[config.mk]
export PLATFORM = sky130hd
export DESIGN_NAME = zyz_rot
export DESIGN_NICKNAME = d
export VERILOG_FILES = /design/src/hdl/zyz_pkg.sv /design/src/hdl/zyz_rot.sv
export SDC_FILE = /design/constraint.sdc
export NUM_CORES = 2
export LEC_CHECK = 0
export ABC_AREA = 1
export ABC_CLOCK_PERIOD_IN_PS = 8800
export BUFFER_PORTS_ARGS = -buffer_cell sky130_fd_sc_hd__buf_2
export CORE_MARGIN = 1
export CORE_UTILIZATION = 30
export DETAILED_ROUTE_END_ITERATION = 7
export GPL_ROUTABILITY_DRIVEN = 0
export HOLD_SLACK_MARGIN = 0.15
export PLACE_DENSITY_LB_ADDON = 0.15
export SLEW_MARGIN = 20
export SYNTH_ARGS = -nofsm -noshare
export SYNTH_HDL_FRONTEND = slang
export SYNTH_SLANG_ARGS = --single-unit
[constraint.sdc]
create_clock -name clk -period 8.8 [get_ports clk]
set_input_delay 0.44 -clock clk [delete_from_list [all_inputs] [get_ports clk]]
set_output_delay 0.44 -clock clk [all_outputs]
set_load 0.03 [all_outputs]
[src/hdl/zyz_pkg.sv]
`timescale 1ns / 1ps
package zyz_pkg;
	localparam int CORDIC_STEPS = 14;
	localparam int ANG_W = 24;
	localparam int TRIG_W = 34;
	localparam int OUT_W = 16;

	typedef logic signed [ANG_W-1:0] ang_t;
	typedef logic signed [TRIG_W-1:0] trig_t;
	typedef logic signed [OUT_W-1:0] out_t;

	localparam ang_t ANG_PI = ang_t'(3294199);
	localparam ang_t ANG_HALF_PI = ang_t'(1647099);
	localparam trig_t KINV_Q30 = trig_t'(652032874);
	localparam out_t OUT_MAX = out_t'(25736);

	function automatic ang_t atan_val(input int idx);
		ang_t r;
		case (idx)
			0: r = ang_t'(823550);
			1: r = ang_t'(486170);
			2: r = ang_t'(256879);
			3: r = ang_t'(130396);
			4: r = ang_t'(65451);
			5: r = ang_t'(32757);
			6: r = ang_t'(16383);
			7: r = ang_t'(8192);
			8: r = ang_t'(4096);
			9: r = ang_t'(2048);
			10: r = ang_t'(1024);
			11: r = ang_t'(512);
			12: r = ang_t'(256);
			13: r = ang_t'(128);
			14: r = ang_t'(64);
			15: r = ang_t'(32);
			16: r = ang_t'(16);
			17: r = ang_t'(8);
			18: r = ang_t'(4);
			19: r = ang_t'(2);
			20: r = ang_t'(1);
			default: r = '0;
		endcase
		return r;
	endfunction

	function automatic out_t rnd_sat(input ang_t v);
		logic signed [ANG_W:0] t;
		logic signed [ANG_W:0] mx;
		out_t r;
		t = ((ANG_W+1)'(v) + (ANG_W+1)'(64)) >>> 7;
		mx = (ANG_W+1)'(OUT_MAX);
		if (t > mx) begin
			r = OUT_MAX;
		end else if (t < -mx) begin
			r = -OUT_MAX;
		end else begin
			r = t[OUT_W-1:0];
		end
		return r;
	endfunction
endpackage

[src/hdl/zyz_rot.sv]
`timescale 1ns / 1ps
module zyz_rot #(
	parameter int STEPS = zyz_pkg::CORDIC_STEPS,
	parameter int SW = 8
) (
	input logic clk,
	input logic arst_n,
	input logic en,
	input logic in_valid,
	input zyz_pkg::ang_t z_in,
	input logic [SW-1:0] side_in,
	output logic out_valid,
	output zyz_pkg::trig_t cos_out,
	output zyz_pkg::trig_t sin_out,
	output logic [SW-1:0] side_out
);
	zyz_pkg::trig_t x_s [0:STEPS];
	zyz_pkg::trig_t y_s [0:STEPS];
	zyz_pkg::ang_t z_s [0:STEPS];
	logic fl_s [0:STEPS];
	logic [SW-1:0] sd_s [0:STEPS];
	logic vl_s [0:STEPS];
	zyz_pkg::trig_t c_q;
	zyz_pkg::trig_t s_q;
	logic [SW-1:0] sd_q;
	logic vl_q;

	always_ff @(posedge clk or negedge arst_n) begin
		if (!arst_n) begin
			vl_s[0] <= 1'b0;
			vl_q <= 1'b0;
		end else if (en) begin
			vl_s[0] <= in_valid;
			vl_q <= vl_s[STEPS];
		end
	end

	// bring angle into plus or minus half pi
	always_ff @(posedge clk) begin
		if (en) begin
			x_s[0] <= zyz_pkg::KINV_Q30;
			y_s[0] <= '0;
			sd_s[0] <= side_in;
			if (z_in > zyz_pkg::ANG_HALF_PI) begin
				z_s[0] <= z_in - zyz_pkg::ANG_PI;
				fl_s[0] <= 1'b1;
			end else if (z_in < -zyz_pkg::ANG_HALF_PI) begin
				z_s[0] <= z_in + zyz_pkg::ANG_PI;
				fl_s[0] <= 1'b1;
			end else begin
				z_s[0] <= z_in;
				fl_s[0] <= 1'b0;
			end
		end
	end

	for (genvar i = 0; i < STEPS; i++) begin : g_step
		always_ff @(posedge clk or negedge arst_n) begin
			if (!arst_n) begin
				vl_s[i+1] <= 1'b0;
			end else if (en) begin
				vl_s[i+1] <= vl_s[i];
			end
		end

		always_ff @(posedge clk) begin
			if (en) begin
				fl_s[i+1] <= fl_s[i];
				sd_s[i+1] <= sd_s[i];
				if (!z_s[i][zyz_pkg::ANG_W-1]) begin
					x_s[i+1] <= x_s[i] - (y_s[i] >>> i);
					y_s[i+1] <= y_s[i] + (x_s[i] >>> i);
					z_s[i+1] <= z_s[i] - zyz_pkg::atan_val(i);
				end else begin
					x_s[i+1] <= x_s[i] + (y_s[i] >>> i);
					y_s[i+1] <= y_s[i] - (x_s[i] >>> i);
					z_s[i+1] <= z_s[i] + zyz_pkg::atan_val(i);
				end
			end
		end
	end

	always_ff @(posedge clk) begin
		if (en) begin
			c_q <= fl_s[STEPS] ? -x_s[STEPS] : x_s[STEPS];
			s_q <= fl_s[STEPS] ? -y_s[STEPS] : y_s[STEPS];
			sd_q <= sd_s[STEPS];
		end
	end

	assign out_valid = vl_q;
	assign cos_out = c_q;
	assign sin_out = s_q;
	assign side_out = sd_q;
endmodule

* Word-level counts from Yosys, hierarchy flattened
Memory sizes are Yosys's and may differ from the RTL's. A register that Yosys moved wholly into a read port is not among the register bits.
Cells that the tools add are included.
** Storage, ports and cells
- Bits in registers :: 84
- RAM bits :: 1515
- Bits of input ports :: 36
- Output and inout bits :: 77
- Logic and storage cells :: 303
- Memories kept :: 5
** Cells by class
- Add/sub/neg operators :: 87
- $lt $le $gt $ge :: 2
- Muxes and demuxes :: 145
- Bitwise gates (word level) :: 46
** Memories
- x_s :: depth 15, bits a word 34, read ports 15, clocked after memory_dff 0, wr ports 15, line zyz_rot.sv:17 : zyz_pkg::trig_t x_s [0:STEPS];
- y_s :: depth 15, bits a word 34, read ports 15, clocked after memory_dff 0, wr ports 15, line zyz_rot.sv:18 : zyz_pkg::trig_t y_s [0:STEPS];
- z_s :: depth 15, bits a word 24, read ports 14, clocked after memory_dff 0, wr ports 15, line zyz_rot.sv:19 : zyz_pkg::ang_t z_s [0:STEPS];
- sd_s :: depth 15, bits a word 8, read ports 15, clocked after memory_dff 1, wr ports 15, line zyz_rot.sv:21 : logic [SW-1:0] sd_s [0:STEPS];
- fl_s :: depth 15, bits a word 1, read ports 15, clocked after memory_dff 0, wr ports 15, line zyz_rot.sv:20 : logic fl_s [0:STEPS];
** Operator list (number)
- 2-to-1 mux 34 bit :: 30
- 2-to-1 mux 24 bit :: 16
- 2-to-1 mux 1 bit :: 99
- adder 34 x 21 -> 34 bit :: 2
- adder 34 x 22 -> 34 bit :: 2
- adder 34 x 23 -> 34 bit :: 2
- adder 34 x 24 -> 34 bit :: 2
- adder 34 x 25 -> 34 bit :: 2
- adder 34 x 26 -> 34 bit :: 2
- adder 34 x 27 -> 34 bit :: 2
- adder 34 x 28 -> 34 bit :: 2
- adder 34 x 29 -> 34 bit :: 2
- adder 34 x 30 -> 34 bit :: 2
- adder 34 x 31 -> 34 bit :: 2
- adder 34 x 32 -> 34 bit :: 2
- adder 34 x 33 -> 34 bit :: 2
- negator 34 bit :: 2
- subtractor 34 x 21 -> 34 bit :: 2
- subtractor 34 x 22 -> 34 bit :: 2
- subtractor 34 x 23 -> 34 bit :: 2
- subtractor 34 x 24 -> 34 bit :: 2
- subtractor 34 x 25 -> 34 bit :: 2
- subtractor 34 x 26 -> 34 bit :: 2
- subtractor 34 x 27 -> 34 bit :: 2
- 39 further kinds :: 93

* Logic depth before layout (Yosys ltp)
- Depth in word-level cells :: 7
- Depth in mapped cells :: 24
- Gate-level depth less buffers :: 24

* Least setup slack after synthesis
Ideal clock, no wire load.
- Path kind :: input to register
- Start :: input en
- End :: memory x_s[1][34] (netlist bit) (enable)
- Library setup time :: 0.483 ns
- Arrival time :: 3.452 ns
- Data required time :: 8.317 ns
- Path slack :: 4.865 ns
- Stages :: 4
- Path buffers :: 4
- Path through :: buf_4 > buf_4 > buf_2 > clkbuf_1
** RTL lines
- from (decl) :: line zyz_rot.sv:8 : input logic en,
- to (decl) :: line zyz_rot.sv:17

==> summary.txt <==
Final layout
  – P&R area growth vs syn: 11.1%
  – Layout cells sized above 1: ~4%
  – Layout net count: 15500

Global route
  – First-pass GRT wire length: 562000 µm
  – Overflow after GRT: 0
  – Vias in the first global route: 93500
  – Grt met1 use: 25.4%
  – Met2 usage: 32.0%
  – Largest net degree at the start of global routing: 157
  – Grt peak-use layer: met2
  – Met3 usage: 1.65%
  – GRT Resource Usage Total: 18.6%
  – Initial antenna violation count: 9

STA
  – Post-route minimum period: 4.75 ns
  – Clock skew: 0.106 ns
  – Worst-Margin Slew: about 1.1 ns
  – Setup violators final: 0
  – Final TNS setup: 0 ns
  – Final period utilization: 54.0%
  – Fmax: 0.211 GHz
  – Slew headroom: around 30%
  – RSZ-0062 raised after global routing: no
  – Fin. Hold Viols: 0
  – Final slew viol count: 0

Synthesis
  – Netlist Area Pre-Place: 0.114 mm²
  – Synth cell types: 75
  – Top-area cell type share of the netlist area: between 30% and 40%
  – Yosys top cell by area: edfxtp_1
  – YS warnings: 0
  – Synth Register Bits: 1351
  – Cell with the most instances after synthesis: nand2_1
  – Most instantiated cells after synthesis: nand2_1, inv_1, nor2_1
  – Ys flop type: edfxtp_1
  – Seq/Total Area, Yosys: 35.5%
  – Avg Cell Area, Syn: approximately 8.1 µm²
  – Post-synth EDFFs: about 1300
  – Post-synth ARST share: 1.18%
  – Syn Inst Count: 14100
  – Top cells by area, synth: edfxtp_1, ha_1, xor2_1
  – Syn nets: 15200

Place
  – Dpl hpwl: 300000 µm
  – IO buf count: 112

Setup path
  – Crit-path max FO: 4
  – FF-to-FF Start: x_s[3][6]
  – Required @ worst endpoint: 9.34 ns
  – Worst-case reg-to-reg path depth: 20
  – Setup crit end kind: flip-flop
  – Crit path kind: reg2reg
  – Crit path arrival time: roughly 5.3 ns
  – Reg-to-Reg End: y_s[1][131]
  – Startpoint Class: flip-flop
  – FF-to-FF setup slack: 4.05 ns

Floorplanning
  – Core area: 0.379 mm²
  – Cell row count: 226
  – Num ports: 113
  – Die Area: 0.383 mm²
  – Die Ht: 619 µm
  – Starting Density: between 30% and 40%
  – Die extent in x: ~620 µm

Worst hold path
  – Hold path depth: 1
  – Class of the worst hold path: in2reg
  – Hold path startpoint: en
  – Hold Crit Endpoint: y_s[2][112]

CTS
  – Clock tree buffer depth: 4
  – Cts bufs inserted: 171
  – Worst skew pair latency: 0.90 ns
  – CTS Sinks: 1351
  – Clk slew on worst S/H paths: 0.07 ns
  – Post-CTS Resized: 0
  – CTS Root Buffer Type: clkbuf_16
  – CTS tree: done
  – H-tree lvl count: 4

Drt
  – Vias after detailed routing: 95700
  – Routed wire per std cell: 18.7 µm
  – Iter 0 DRT Violations: 6959
  – Antenna Violating Nets Remaining: 0
  – Post-DR vias/cell: 4.91
  – Routed WL: 365000 µm
  – DR pass1 iterations: 8
  – Drt drc: 0

Outcome
  – Status: finished, final reports clean

Flow run
  – Max_cap viols: 0
flip-flops by register name, summed over array words and instances (netlist names):
name,count
out_valid,1
side_out,8
z_s,265
x_s,416
sd_s,120
vl_s,15
fl_s,15
cos_out,34
y_s,443
sin_out,34
routing by layer:
layer  part of all wire (%)  wire length [µm]
met5                      0                 0
met4                    2.1              7550
met3                    4.0             14500
met2                     47            171000
met1                     47            172000
stage by stage:
step                      cell area [µm²]  hold WS, ns  setup slack [ns]  instances  utilization (%)
after floorplan                    114000        0.144              4.87      14100                -
after global placement             121000        0.388              3.43      19100             31.9
after detailed placement           121000        0.389              3.42      19100             31.9
after CTS                          127000        0.172              4.12      19500             33.5
after global routing               127000        0.192              3.74      19500             33.5
final                              127000        0.218              4.05      19500             33.5
worst max-delay path: stages, from the launching register on:
cell	delay (ns)
edfxtp_1	0.50
inv_1	0.12
ha_1	0.22
nand4_1	0.14
nor2_1	0.23
nand2_1	0.10
nor3_1	0.35
nand4_1	0.27
o21ai_1	0.29
xor2_1	0.12
ha_1	0.39
nand2_1	0.11
nor2_1	0.15
inv_1	0.05
nor2_1	0.11
inv_1	0.07
nor4_1	0.16
nand2_1	0.09
o211ai_1	0.24
a21oi_1	0.15
xnor2_1	0.58
layout make-up:
type	count	area, µm²
Sequential cell	1351	40500
Inverter	1747	6560
Fill cell	40400	252000
Clock inverter	100	1180
Antenna cell	4	10.0
Clock buffer	202	4420
Timing Repair Buffer	188	1270
Multi-Input combinational cell	10900	66600
Tap cell	5016	6280
logic make-up (layout without fill, tap and decap cells):
kind of cell / after synthesis / in the layout / synth area share (%)
xor gates and xnor gates: 1601 / 1601 / 12.3
buffers and inverters: 1858 / 2237 / 6.15
DFF: 1351 / 1351 / 35.5
and+or+nand+nor: 5467 / 5467 / 20.3
adders and majority gates: 1101 / 1101 / 12.3
other: 0 / 4 / 0
AOI/OAI and AO/OA: 2705 / 2705 / 13.4
layout by cell type, fill, tap and decap left out, types with 52 or more instances in the layout:
cell type | Yosys | routed
a21o_1 | 226 | 226
a21oi_1 | 1189 | 1189
a31oi_1 | 138 | 138
buf_2 | 26 | 111
clkbuf_16 | 0 | 172
edfxtp_1 | 1335 | 1335
ha_1 | 1063 | 1063
inv_1 | 1734 | 1732
nand2_1 | 2585 | 2579
nand3_1 | 586 | 586
nand4_1 | 184 | 184
nor2_1 | 1543 | 1543
nor3_1 | 287 | 287
nor4_1 | 101 | 101
o211ai_1 | 52 | 52
o21ai_0 | 743 | 743
o21bai_1 | 80 | 80
xnor2_1 | 421 | 421
xor2_1 | 1178 | 1178
timing repair:
action | in CTS | in global routing
hold endpoints to repair | 49 | 0
hold buffers | 34 | 0
buffers inserted | 0 | 0
worst max-delay path by stage:
stage	start	endpoint	slack, ns	cells past startpoint
floorplan	en	x_s[1][34]	4.87	4
global placement	en	x_s[5][63]	3.43	17
detailed placement	en	x_s[4][58]	3.42	17
CTS	x_s[3][6]	y_s[1][131]	4.12	20
global route	z_s[0][191]	y_s[2][33]	3.74	15
finish	x_s[3][6]	y_s[1][131]	4.05	20
Power is left out: the tool's default activity adds up to more than one toggle a clock period on the data nets, which glitch-free logic cannot reach.
